$ cat src/rtl/assert_macros.svh
// Assertion shorthands for the digest block. Clock and reset are taken from the
// enclosing module.
`ifndef ASSERT_MACROS_SVH
`define ASSERT_MACROS_SVH

// expr must never hold
`define MD5SD_NEVER(label, expr, msg) \
   label: assert property (@(posedge clock) disable iff (reset) !(expr)) \
      else $error(msg);

// ante implies cons in the same cycle
`define MD5SD_IMPLIES(label, ante, cons, msg) \
   label: assert property (@(posedge clock) disable iff (reset) (ante) |-> (cons)) \
      else $error(msg);

// ante implies cons in the next cycle
`define MD5SD_IMPLIES_NEXT(label, ante, cons, msg) \
   label: assert property (@(posedge clock) disable iff (reset) (ante) |=> (cons)) \
      else $error(msg);

`endif

$ cat src/rtl/md5sd_pkg.sv
package md5sd_pkg;

   localparam int COUNT_W = 61;

   localparam logic [31:0] IV_A = 32'h67452301;
   localparam logic [31:0] IV_B = 32'hefcdab89;
   localparam logic [31:0] IV_C = 32'h98badcfe;
   localparam logic [31:0] IV_D = 32'h10325476;

   localparam logic [7:0] PAD_BYTE      = 8'h80;
   localparam logic [5:0] LEN_POS       = 6'd56;
   localparam logic [3:0] LEN_WORD_LO   = 4'd14;
   localparam logic [3:0] LEN_WORD_HI   = 4'd15;
   localparam logic [5:0] LAST_STEP     = 6'd63;
   localparam logic [1:0] LAST_WORD_IDX = 2'd3;

   // block kinds: how the message word is formed from the store
   localparam logic [1:0] KIND_DATA     = 2'd0;
   localparam logic [1:0] KIND_PAD_LEN  = 2'd1;
   localparam logic [1:0] KIND_PAD_ONLY = 2'd2;
   localparam logic [1:0] KIND_LEN_ONLY = 2'd3;

   typedef logic [31:0]       word_type;
   typedef logic [3:0][31:0]  quad_type;

   typedef struct packed {
      logic        wr_en;
      logic [5:0]  wr_pos;
      logic [7:0]  wr_byte;
      logic [3:0]  rd_word;
      logic [1:0]  kind;
      logic [5:0]  pad_pos;
      logic [63:0] bit_len;
   } buf_ctrl_type;

   function automatic word_type md5sd_k(input logic [5:0] i);
      word_type k;
      case (i)
         6'd0:  k = 32'hd76aa478;  6'd1:  k = 32'he8c7b756;
         6'd2:  k = 32'h242070db;  6'd3:  k = 32'hc1bdceee;
         6'd4:  k = 32'hf57c0faf;  6'd5:  k = 32'h4787c62a;
         6'd6:  k = 32'ha8304613;  6'd7:  k = 32'hfd469501;
         6'd8:  k = 32'h698098d8;  6'd9:  k = 32'h8b44f7af;
         6'd10: k = 32'hffff5bb1;  6'd11: k = 32'h895cd7be;
         6'd12: k = 32'h6b901122;  6'd13: k = 32'hfd987193;
         6'd14: k = 32'ha679438e;  6'd15: k = 32'h49b40821;
         6'd16: k = 32'hf61e2562;  6'd17: k = 32'hc040b340;
         6'd18: k = 32'h265e5a51;  6'd19: k = 32'he9b6c7aa;
         6'd20: k = 32'hd62f105d;  6'd21: k = 32'h02441453;
         6'd22: k = 32'hd8a1e681;  6'd23: k = 32'he7d3fbc8;
         6'd24: k = 32'h21e1cde6;  6'd25: k = 32'hc33707d6;
         6'd26: k = 32'hf4d50d87;  6'd27: k = 32'h455a14ed;
         6'd28: k = 32'ha9e3e905;  6'd29: k = 32'hfcefa3f8;
         6'd30: k = 32'h676f02d9;  6'd31: k = 32'h8d2a4c8a;
         6'd32: k = 32'hfffa3942;  6'd33: k = 32'h8771f681;
         6'd34: k = 32'h6d9d6122;  6'd35: k = 32'hfde5380c;
         6'd36: k = 32'ha4beea44;  6'd37: k = 32'h4bdecfa9;
         6'd38: k = 32'hf6bb4b60;  6'd39: k = 32'hbebfbc70;
         6'd40: k = 32'h289b7ec6;  6'd41: k = 32'heaa127fa;
         6'd42: k = 32'hd4ef3085;  6'd43: k = 32'h04881d05;
         6'd44: k = 32'hd9d4d039;  6'd45: k = 32'he6db99e5;
         6'd46: k = 32'h1fa27cf8;  6'd47: k = 32'hc4ac5665;
         6'd48: k = 32'hf4292244;  6'd49: k = 32'h432aff97;
         6'd50: k = 32'hab9423a7;  6'd51: k = 32'hfc93a039;
         6'd52: k = 32'h655b59c3;  6'd53: k = 32'h8f0ccc92;
         6'd54: k = 32'hffeff47d;  6'd55: k = 32'h85845dd1;
         6'd56: k = 32'h6fa87e4f;  6'd57: k = 32'hfe2ce6e0;
         6'd58: k = 32'ha3014314;  6'd59: k = 32'h4e0811a1;
         6'd60: k = 32'hf7537e82;  6'd61: k = 32'hbd3af235;
         6'd62: k = 32'h2ad7d2bb;  6'd63: k = 32'heb86d391;
         default: k = 32'h0;
      endcase
      return k;
   endfunction

   function automatic logic [4:0] md5sd_rot(input logic [5:0] i);
      logic [4:0] r;
      case ({i[5:4], i[1:0]})
         4'd0:  r = 5'd7;   4'd1:  r = 5'd12;  4'd2:  r = 5'd17;  4'd3:  r = 5'd22;
         4'd4:  r = 5'd5;   4'd5:  r = 5'd9;   4'd6:  r = 5'd14;  4'd7:  r = 5'd20;
         4'd8:  r = 5'd4;   4'd9:  r = 5'd11;  4'd10: r = 5'd16;  4'd11: r = 5'd23;
         4'd12: r = 5'd6;   4'd13: r = 5'd10;  4'd14: r = 5'd15;  4'd15: r = 5'd21;
         default: r = 5'd7;
      endcase
      return r;
   endfunction

   // message word used by step i, modulo-16 arithmetic on the low nibble
   function automatic logic [3:0] md5sd_msg_index(input logic [5:0] i);
      logic [3:0] t;
      logic [3:0] g;
      t = i[3:0];
      case (i[5:4])
         2'd0:    g = t;
         2'd1:    g = 4'((t << 2) + t + 4'd1);
         2'd2:    g = 4'((t << 1) + t + 4'd5);
         default: g = 4'((t << 3) - t);
      endcase
      return g;
   endfunction

endpackage

$ cat src/rtl/md5sd_step.sv
module md5sd_step
   import md5sd_pkg::*;
(
   input  quad_type   work,
   input  word_type   msg,
   input  logic [5:0] step,
   output quad_type   work_next
);

   word_type   f;
   word_type   sum;
   logic [63:0] dbl;

   always_comb begin
      case (step[5:4])
         2'd0:    f = (work[1] & work[2]) | (~work[1] & work[3]);
         2'd1:    f = (work[1] & work[3]) | (work[2] & ~work[3]);
         2'd2:    f = work[1] ^ work[2] ^ work[3];
         default: f = work[2] ^ (work[1] | ~work[3]);
      endcase
      sum = work[0] + f + md5sd_k(step) + msg;
      // rotate left through a doubled word
      dbl = {sum, sum} << md5sd_rot(step);
      work_next[0] = work[3];
      work_next[1] = work[1] + dbl[63:32];
      work_next[2] = work[1];
      work_next[3] = work[2];
   end

endmodule

$ cat src/rtl/md5sd_msgbuf.sv
module md5sd_msgbuf
   import md5sd_pkg::*;
(
   input  logic         clock,
   input  buf_ctrl_type ctrl,
   output word_type     msg_word
);

   word_type   mem_ff [16];
   word_type   rd_data_ff;
   logic [3:0] rd_word_ff;

   logic [5:0] pos;
   logic [7:0] mem_byte;
   logic [7:0] byte_v;

   always_ff @(posedge clock) begin
      if (ctrl.wr_en) begin
         mem_ff[ctrl.wr_pos[5:2]][8*ctrl.wr_pos[1:0] +: 8] <= ctrl.wr_byte;
      end
      rd_data_ff <= mem_ff[ctrl.rd_word];
      rd_word_ff <= ctrl.rd_word;
   end

   // overlay padding and length on the stored bytes
   always_comb begin
      msg_word = '0;
      pos      = '0;
      mem_byte = '0;
      byte_v   = '0;
      for (int k = 0; k < 4; k++) begin
         pos      = {rd_word_ff, 2'(k)};
         mem_byte = rd_data_ff[8*k +: 8];
         case (ctrl.kind)
            KIND_DATA: byte_v = mem_byte;
            KIND_PAD_LEN, KIND_PAD_ONLY: begin
               if (pos < ctrl.pad_pos) begin
                  byte_v = mem_byte;
               end else if (pos == ctrl.pad_pos) begin
                  byte_v = PAD_BYTE;
               end else begin
                  byte_v = 8'h00;
               end
            end
            default: byte_v = 8'h00;
         endcase
         msg_word[8*k +: 8] = byte_v;
      end
      if (ctrl.kind == KIND_PAD_LEN || ctrl.kind == KIND_LEN_ONLY) begin
         if (rd_word_ff == LEN_WORD_LO) begin
            msg_word = ctrl.bit_len[31:0];
         end else if (rd_word_ff == LEN_WORD_HI) begin
            msg_word = ctrl.bit_len[63:32];
         end
      end
   end

endmodule

$ cat src/rtl/md5_stream_digest.sv
// MD5 digest over a byte stream. Each request word carries at most one message
// byte and a finish flag; a byte is taken while the block is idle and written
// into a 16 x 32-bit block store. When 64 bytes have gathered, the block runs
// one compression: a setup state starts the first store read, the single step
// unit runs the 64 steps (one MD5 step per cycle, message word read from the
// store one step ahead), and an add state folds the result into the chaining
// words; the request side is not ready throughout. On finish, padding and the
// bit count are overlaid on the store's read data, so one padding compression
// follows (two when 56 or more bytes sit in the last block), after which the
// four digest words are offered on the response side, word 0 first, last_word
// set on word 3. Once word 3 is taken the chaining words and the byte count
// return to their initial values and the next message may start.
`include "assert_macros.svh"

module md5_stream_digest
   import md5sd_pkg::*;
(
   input  logic        clock,
   input  logic        reset,

   input  logic        req_valid,
   output logic        req_ready,
   input  logic [7:0]  req_data_byte,
   input  logic        req_byte_valid,
   input  logic        req_finish,

   output logic        rsp_valid,
   input  logic        rsp_ready,
   output logic [31:0] rsp_digest_word,
   output logic [1:0]  rsp_word_index,
   output logic        rsp_last_word
);

   localparam logic [2:0] S_IDLE = 3'd0;
   localparam logic [2:0] S_PREP = 3'd1;
   localparam logic [2:0] S_STEP = 3'd2;
   localparam logic [2:0] S_ADD  = 3'd3;
   localparam logic [2:0] S_OUT  = 3'd4;

   logic [2:0]         state_ff,    state_in;
   logic [5:0]         step_ff,     step_in;
   logic [1:0]         kind_ff,     kind_in;
   logic               fin_pend_ff, fin_pend_in;
   logic [1:0]         out_idx_ff,  out_idx_in;
   logic [COUNT_W-1:0] count_ff,    count_in;
   quad_type           chain_ff,    chain_in;
   quad_type           work_ff,     work_in;

   logic               req_fire;
   logic               rsp_fire;
   logic [COUNT_W-1:0] count_new;
   quad_type           step_out;
   word_type           msg_word;
   buf_ctrl_type       buf_ctrl;

   assign req_ready = (state_ff == S_IDLE);
   assign req_fire  = req_valid && req_ready;
   assign rsp_valid = (state_ff == S_OUT);
   assign rsp_fire  = rsp_valid && rsp_ready;

   assign rsp_digest_word = chain_ff[out_idx_ff];
   assign rsp_word_index  = out_idx_ff;
   assign rsp_last_word   = (out_idx_ff == LAST_WORD_IDX);

   // count after this word's byte, if it carries one
   assign count_new = req_byte_valid ? count_ff + COUNT_W'(1) : count_ff;

   // store port: write the incoming byte, read one step ahead of the step unit
   always_comb begin
      buf_ctrl.wr_en   = req_fire && req_byte_valid;
      buf_ctrl.wr_pos  = count_ff[5:0];
      buf_ctrl.wr_byte = req_data_byte;
      buf_ctrl.rd_word = (state_ff == S_STEP) ? md5sd_msg_index(6'(step_ff + 6'd1))
                                              : md5sd_msg_index(6'd0);
      buf_ctrl.kind    = kind_ff;
      buf_ctrl.pad_pos = count_ff[5:0];
      buf_ctrl.bit_len = {count_ff, 3'b000};
   end

   md5sd_msgbuf u_msgbuf (
      .clock    (clock),
      .ctrl     (buf_ctrl),
      .msg_word (msg_word)
   );

   md5sd_step u_step (
      .work      (work_ff),
      .msg       (msg_word),
      .step      (step_ff),
      .work_next (step_out)
   );

   always_comb begin
      state_in    = state_ff;
      step_in     = step_ff;
      kind_in     = kind_ff;
      fin_pend_in = fin_pend_ff;
      out_idx_in  = out_idx_ff;
      count_in    = count_ff;
      chain_in    = chain_ff;
      work_in     = work_ff;
      case (state_ff)
         S_IDLE: begin
            if (req_fire) begin
               count_in = count_new;
               if (req_byte_valid && count_new[5:0] == 6'd0) begin
                  // block full: compress it, pad afterwards if finishing
                  kind_in     = KIND_DATA;
                  fin_pend_in = req_finish;
                  state_in    = S_PREP;
               end else if (req_finish) begin
                  kind_in  = (count_new[5:0] < LEN_POS) ? KIND_PAD_LEN : KIND_PAD_ONLY;
                  state_in = S_PREP;
               end
            end
         end
         S_PREP: begin
            work_in  = chain_ff;
            step_in  = 6'd0;
            state_in = S_STEP;
         end
         S_STEP: begin
            work_in = step_out;
            step_in = step_ff + 6'd1;
            if (step_ff == LAST_STEP) begin
               state_in = S_ADD;
            end
         end
         S_ADD: begin
            for (int j = 0; j < 4; j++) begin
               chain_in[j] = chain_ff[j] + work_ff[j];
            end
            case (kind_ff)
               KIND_DATA: begin
                  fin_pend_in = 1'b0;
                  if (fin_pend_ff) begin
                     kind_in  = KIND_PAD_LEN;
                     state_in = S_PREP;
                  end else begin
                     state_in = S_IDLE;
                  end
               end
               KIND_PAD_ONLY: begin
                  kind_in  = KIND_LEN_ONLY;
                  state_in = S_PREP;
               end
               default: begin
                  out_idx_in = 2'd0;
                  state_in   = S_OUT;
               end
            endcase
         end
         S_OUT: begin
            if (rsp_fire) begin
               if (out_idx_ff == LAST_WORD_IDX) begin
                  // drop the message: back to initial chaining and count
                  chain_in = {IV_D, IV_C, IV_B, IV_A};
                  count_in = '0;
                  state_in = S_IDLE;
               end else begin
                  out_idx_in = out_idx_ff + 2'd1;
               end
            end
         end
         default: state_in = S_IDLE;
      endcase
   end

   always_ff @(posedge clock) begin
      if (reset) begin
         state_ff    <= S_IDLE;
         fin_pend_ff <= 1'b0;
         out_idx_ff  <= 2'd0;
         count_ff    <= '0;
         chain_ff    <= {IV_D, IV_C, IV_B, IV_A};
      end else begin
         state_ff    <= state_in;
         fin_pend_ff <= fin_pend_in;
         out_idx_ff  <= out_idx_in;
         count_ff    <= count_in;
         chain_ff    <= chain_in;
      end
   end

   // working registers have no reset; each is set before it is read
   always_ff @(posedge clock) begin
      step_ff <= step_in;
      kind_ff <= kind_in;
      work_ff <= work_in;
   end

   `MD5SD_NEVER(a_req_rsp_excl, req_ready && rsp_valid, "request taken while digest pending")
   `MD5SD_IMPLIES_NEXT(a_count_hold, state_ff == S_STEP, $stable(count_ff), "count moved during compression")
   `MD5SD_IMPLIES(a_out_kind, state_ff == S_OUT, kind_ff == KIND_PAD_LEN || kind_ff == KIND_LEN_ONLY, "digest without length block")
   `MD5SD_IMPLIES_NEXT(a_reinit, rsp_fire && rsp_last_word, state_ff == S_IDLE && count_ff == '0 && chain_ff[0] == IV_A, "no reinit after digest")

endmodule

$ cat config.mk
export PLATFORM = sky130hd
export DESIGN_NAME = md5_stream_digest
export DESIGN_NICKNAME = d
export VERILOG_FILES = /design/src/rtl/md5sd_pkg.sv /design/src/rtl/md5sd_step.sv /design/src/rtl/md5sd_msgbuf.sv /design/src/rtl/md5_stream_digest.sv
export VERILOG_INCLUDE_DIRS = /design/src /design/src/rtl
export SDC_FILE = /design/constraint.sdc
export NUM_CORES = 2
export LEC_CHECK = 0
export ABC_AREA = 0
export BUFFER_PORTS_ARGS = -buffer_cell sky130_fd_sc_hd__buf_2
export CAP_MARGIN = 20
export CORE_ASPECT_RATIO = 1.4
export CORE_MARGIN = 5
export CORE_UTILIZATION = 50
export CTS_BUF_LIST = sky130_fd_sc_hd__clkbuf_2 sky130_fd_sc_hd__clkbuf_4 sky130_fd_sc_hd__clkbuf_8
export DETAILED_ROUTE_END_ITERATION = 10
export PLACE_DENSITY = 0.65
export REMOVE_ABC_BUFFERS = 1
export SYNTH_ARGS = -nofsm -noshare
export SYNTH_HDL_FRONTEND = slang
export SYNTH_SLANG_ARGS = --single-unit
$ cat constraint.sdc
create_clock -name clock -period 12.97 [get_ports clock]
set_input_delay 0 -clock clock [delete_from_list [all_inputs] [get_ports clock]]
set_output_delay 0 -clock clock [all_outputs]
set_load 0.03 [all_outputs]
Yosys cells after proc, flatten, opt, wreduce, memory -nomap -nowiden --
Memories as Yosys holds them, arrays and structs flattened. A register that Yosys moved wholly into a read port is not among the register bits. Index checks and enable logic that the tools add are counted.
Word-level totals: bits in read-only memories 2128, latch bits 0, memory bits (writable) 512, logic and storage cells 169, memories 3, register bits after elaboration 335, output and inout port bits 37
Operators by class: shift-type cells 3, $add $sub $neg 17, bitwise gates (word level) 12, $lt $le $gt $ge 6, reductions and logical operators 23, $mul 0, equality and inequality tests 31, mux-type cells 58, divide/modulo/power cells 0
Memory list:
- (no name shown) | words 64, bits a word 32, rd ports 1, clocked after memory_dff 1, write ports 0, RTL line md5sd_pkg.sv:38 | case (i)
- u_msgbuf.mem_ff | words 16, bits a word 32, rd ports 1, clocked after memory_dff 1, write ports 1, RTL line md5sd_msgbuf.sv:9 | word_type mem_ff [16];
- (no name shown) | words 16, bits a word 5, rd ports 1, clocked after memory_dff 1, write ports 0, RTL line md5sd_pkg.sv:78 | case ({i[5:4], i[1:0]})
Operators by type and width (count):
- 128-bit one-hot mux with 2 select lines | 2
- 32-bit adder | 8
- 128-bit 2-to-1 mux | 2
- 61-bit 2-to-1 mux | 4
- 32-bit 2-to-1 mux | 5
- 32-bit bitwise AND | 4
- 61-bit one-hot mux with 2 select lines | 1
- 32-bit OR | 3
- 32-bit one-hot mux with 3 select lines | 1
- 32-bit bitwise XOR | 3
- 32-bit binary-select mux with 2-bit select | 1
- 8-bit 2-to-1 mux | 8
- 32-bit inverter | 2
- 8-bit one-hot mux with 2 select lines | 4
- 64-bit by 5-bit left shift with 64-bit output | 1
- 61-bit by 1-bit adder with 61-bit output, second input constant | 1
- 5-bit negation with 34-bit output | 1
- 8-bit by 34-bit variable shift with 32-bit output, first input constant | 1
- 8-bit by 34-bit indexed part select with 32-bit output | 1
- 6-bit == test | 4
- 6-bit < comparator | 4
- 3-bit 2-to-1 mux | 6
- 2-bit 2-to-1 mux | 8
- 3-bit one-hot mux with 5 select lines | 1
- 37 further kinds | 74

Depth between registers and ports, before layout --
word-level depth 11, mapped depth 42, gate-level depth less buffers 39

Cells and area by module --
From an unflattened synthesis, not the netlist that was laid out.
Unflattened totals: cell total of the unflattened synthesis 5375, area, all modules 55263.0 um^2
By module, submodules not included:
- md5sd_msgbuf | cells an instance 1014, times used 1, area each 21620.7 um^2, sequential area each 16095.4 um^2
- md5_stream_digest | cells an instance 2434, times used 1, area each 20759.9 um^2, sequential area each 7987.7 um^2
- md5sd_step | cells an instance 1927, times used 1, area each 12882.4 um^2, sequential area each 0.0 um^2

Least setup slack after synthesis --
No wires, ideal clock.
path type register to register, start register count_ff[4], end register work_ff[62] (netlist bit), data pin, stages on the path, launching flop included 41, clock period less this slack 8.715 ns, data arrival time 8.447 ns, path buffers 1, path slack 4.255 ns, library setup time 0.268 ns, cell sequence dfxtp_1 -> clkbuf_1 -> inv_1 -> ha_1 -> and3_1 -> a221oi_1 -> a21oi_1 -> a211oi_1 -> nand3_1 -> o21ai_0 -> fa_1 -> inv_1 -> fa_1 -> inv_1 -> ha_1 -> inv_1 -> fa_1 -> nor2b_1 -> [... 5 more ...] -> mux4_2 -> nand2_1 -> o21ai_0 -> mux2i_1 -> mux2i_1 -> ha_1 -> fa_1 -> a21o_1 -> a21o_1 -> a21oi_1 -> nor3_1 -> o21ba_2 -> o31ai_1 -> o31ai_1 -> or4_1 -> a31oi_1 -> xor2_1 -> o21ai_0
RTL lines:
- from (decl) | RTL line md5_stream_digest.sv:45 | logic [COUNT_W-1:0] count_ff, count_in;
- from (signal assigned) | RTL line md5_stream_digest.sv:180 | count_ff <= count_in;
- to (signal assigned) | RTL line md5_stream_digest.sv:189 | work_ff <= work_in;
- to (decl) | RTL line md5_stream_digest.sv:47 | quad_type work_ff, work_in;

==> flow_summary_export.csv <==
group,metric,value,unit
synth,synth_top_cell_by_area,"sky130_fd_sc_hd__edfxtp_1",
worst_setup_path,crit_path_start,"count_ff[4]",
finish,drive_gt1_share,8.456,%
synth,synth-edff-count,648,
clock_tree,ctsLongestPathBuffers,3,
die,io_pins,51,
clock_tree,reg_clk_slew_reported_paths,0.08,ns
finish,final_common_cell,"sky130_fd_sc_hd__nand2_1",
synth,synth-async-reset-ratio,0,%
grt,pin_count_of_the_biggest_net_entering_global_routing,132,
worst_setup_path,slowest_stage,"sky130_fd_sc_hd__a211oi_1",
synth,yosys_warnings,0,
placed_design,gp_congestion,0.9769,
grt,grt.total_usage,28.82,%
worst_setup_path,timing.rr.start,"count_ff[4]",
detailed_routing,post-route-drc-count,0,
finish,final_core_utilization,54.46,%
detailed_routing,routed_wl,176100,µm
detailed_routing,drt.antenna.violating_nets,0,
synth,synth_ff_type,"sky130_fd_sc_hd__edfxtp_1",
clock_tree,cts.repair.resized,0,
synth,netlist_top_cells_area,"sky130_fd_sc_hd__edfxtp_1 (35%), sky130_fd_sc_hd__dfxtp_1 (9.7%), sky130_fd_sc_hd__nand2_1 (7.5%)",
worst_setup_path,critPathCapture,"work_ff[62]",
clock_tree,post_cts_hold_buffer_count,19,
grt,globalRoute.totalOverflow,0,
worst_setup_path,r2r.worst_path.cells,39,
clock_tree,tritoncts_num_sinks,916,
detailed_routing,route.vias.total,45440,
sta,timing.setup.tns,0,ns
clock_tree,post-cts-setup-buffers,0,
worst_setup_path,reg2reg_setup_slack,2.57,ns
worst_setup_path,critPathRequiredTime,13.56,ns
synth,ys_seq_area_share,44.98,%
synth,ys_seq_elements,916,
worst_setup_path,critical_path.endpoint_type,"register",
grt,first_global_vias,43920,
sta,finClkSkew,0.04751,ns
die,rows,144,
detailed_routing,dr.pass1.iters,6,
die,placeableCoreArea,0.1099,mm²
sta,post-route-min-period,10.40,ns
synth,netlist_area,0.05518,mm²
synth,netlist.area_leader.share,35.26,%
detailed_routing,drt_first_iter_violations,3687,
die,initial_util,50.21,%
clock_tree,tritoncts,"yes",
hold_path,holdCritPathClass,"primary input to register",
worst_setup_path,setup.worst_path.start_class,"register",
status,run_status,"finished clean",
sta,rsz0062_at_grt,"no",
finish,area.sequential,0.02483,mm²
detailed_routing,wl_per_cell,23.89,µm
clock_tree,clock_insertion_delay_worst_skew,0.89,ns
die,dieHeight,403.1,µm
sta,max_clock_freq,96.16,MHz
sta,layout_worst_path_cycle_share,80.18,%
worst_setup_path,critical_path.reg2reg.endpoint,"work_ff[62]",
finish,mostFrequentLayoutCells,"sky130_fd_sc_hd__nand2_1 (1,098), sky130_fd_sc_hd__edfxtp_1 (648), sky130_fd_sc_hd__nor2_1 (393)",
worst_setup_path,timing_worst_setup_path_type,"register to register",
finish,fin_nets,6084,
sta,setup-violations-final,0,
die,die_area,0.1172,mm²
worst_setup_path,critPathMaxFanout,10,
sta,finalHoldViolations,0,
run,timing.max_cap.violations,0,
clock_tree,cts_made_buffers,151,
sta,max-slew-margin-rel,22.34,%
finish,multi_input_area,0.02816,mm²
synth,yosysUniqueCellTypes,102,
clock_tree,cts_max_level,4,
detailed_routing,route.detailed.vias_per_inst,6.164,
worst_setup_path,worst_ep_arrival_time,10.99,ns
sta,slew_viol_final,0,
placed_design,dp.final_hpwl,122900,µm
placed_design,input_output_buffers,50,
worst_setup_path,slowest_delay,0.84,ns
synth,post_synth_inst_count,5854,
placed_design,placement.cell_area,0.05645,mm²
finish,fin_area,0.05986,mm²
finish,fillCellCount,9917,
grt,wire_length_of_the_first_global_routing_pass,262700,µm
grt,grt_antenna_before_repair,7,
die,die_x,290.8,µm
finish,syn2layout_area_growth,8.468,%
clock_tree,cts_root_buffer,"sky130_fd_sc_hd__clkbuf_8",
sta,tightest_slew,1.150,ns
synth,post_synth.cell_area_avg,9.427,µm²
## registers in the layout, summed over array words and instances (netlist names), named ones only
register,count
u_msgbuf.mem_ff,512
kind_ff,2
count_ff,61
state_ff,3
u_msgbuf.rd_word_ff,4
fin_pend_ff,1
step_ff,6
u_msgbuf.rd_data_ff,32
rsp_word_index,2
work_ff,128
chain_ff,128
## worst min path at each step
stage               startpoint          end  slack (ns)  cells past startpoint
floorplan                reset  chain_ff[4]        0.07                      1
global placement    req_finish  fin_pend_ff        0.29                      3
detailed placement  req_finish  fin_pend_ff        0.28                      3
CTS                  req_valid  count_ff[5]       0.005                      4
global route         req_valid  count_ff[5]        0.09                      4
finish               req_valid  count_ff[5]         0.1                      4
## synthesized netlist by cell type, types with 31 or more instances
| cell type | number |
|---|---|
| sky130_fd_sc_hd__nand2_1 | 1099 |
| sky130_fd_sc_hd__edfxtp_1 | 648 |
| sky130_fd_sc_hd__nor2_1 | 396 |
| sky130_fd_sc_hd__a21oi_1 | 330 |
| sky130_fd_sc_hd__clkbuf_1 | 274 |
| sky130_fd_sc_hd__dfxtp_1 | 268 |
| sky130_fd_sc_hd__o21ai_0 | 256 |
| sky130_fd_sc_hd__nand3_1 | 251 |
| sky130_fd_sc_hd__inv_1 | 232 |
| sky130_fd_sc_hd__ha_1 | 224 |
| sky130_fd_sc_hd__xor2_1 | 126 |
| sky130_fd_sc_hd__xnor2_1 | 121 |
| sky130_fd_sc_hd__a311oi_1 | 118 |
| sky130_fd_sc_hd__mux2i_1 | 107 |
| sky130_fd_sc_hd__a31oi_1 | 106 |
| sky130_fd_sc_hd__a21o_1 | 101 |
| sky130_fd_sc_hd__and3_1 | 101 |
| sky130_fd_sc_hd__fa_1 | 67 |
| sky130_fd_sc_hd__nor3_1 | 63 |
| sky130_fd_sc_hd__o22ai_1 | 58 |
| sky130_fd_sc_hd__nand2b_1 | 55 |
| sky130_fd_sc_hd__and2_1 | 52 |
| sky130_fd_sc_hd__mux4_2 | 50 |
| sky130_fd_sc_hd__buf_2 | 42 |
| sky130_fd_sc_hd__o211ai_1 | 42 |
| sky130_fd_sc_hd__a22oi_1 | 41 |
| sky130_fd_sc_hd__buf_1 | 40 |
| sky130_fd_sc_hd__a211oi_1 | 38 |
| sky130_fd_sc_hd__o21a_1 | 35 |
| sky130_fd_sc_hd__nand4_1 | 33 |
| sky130_fd_sc_hd__o221ai_1 | 33 |
| sky130_fd_sc_hd__o22a_1 | 32 |
| sky130_fd_sc_hd__maj3_1 | 31 |
## layout make-up
class	count	share of cell area, %
clock inverters	50	0.6961
multi-input cells	4340	47.04
clock buffers	225	4.567
flip-flops and latches	916	41.48
diodes	10	0.04181
well taps	1460	3.052
repair buffers	133	1.614
inverters	237	1.509
## per-layer routing
metal | up-vias | share of wire, % | GRT usage [%]
met4 | 4 | 6.5 | 16.95
li1 | 21190 | - | -
met5 | - | 0.015 | 0
met3 | 508 | 5.6 | 4.226
met2 | 1638 | 51 | 51.86
met1 | 22090 | 37 | 32.48
## per-stage QoR
step / instances / hold slack [ns] / worst slack (ns)
global placement: 7064 / 0.2854 / 2.875
detailed placement: 7064 / 0.2806 / 2.673
finish: 7371 / 0.09829 / 2.570
CTS: 7358 / 0.005046 / 2.652
global route: 7371 / 0.09014 / 1.834
floorplan: 5493 / 0.06907 / -1.869
## critical path: cells and delay by family, from the launching register on
family	cells	cell delay (ns)
AO/OA/AOI/OAI	16	4.31
adder cells (fa/ha/maj)	7	2.42
AND/OR/NAND/NOR	7	1.33
multiplexers	3	0.84
flip-flops	1	0.53
buffers and inverters	4	0.39
XOR/XNOR	2	0.33
## cells by family (layout without fill, tap and decap cells)
kind of cell    after synthesis  count (layout)  synth area share, %
fa+ha+maj                   322             322                8.072
buf+inv                     598             645                4.190
other cells                   0              10                    0
mux                         170             170                4.247
simple gates               2198            2198                17.65
xor+xnor                    248             248                3.961
flops                       916             916                44.98
compound gates             1402            1402                16.90
Power is left out: the tool's default activity adds up to more than one toggle a clock period on the data nets, which glitch-free logic cannot reach.
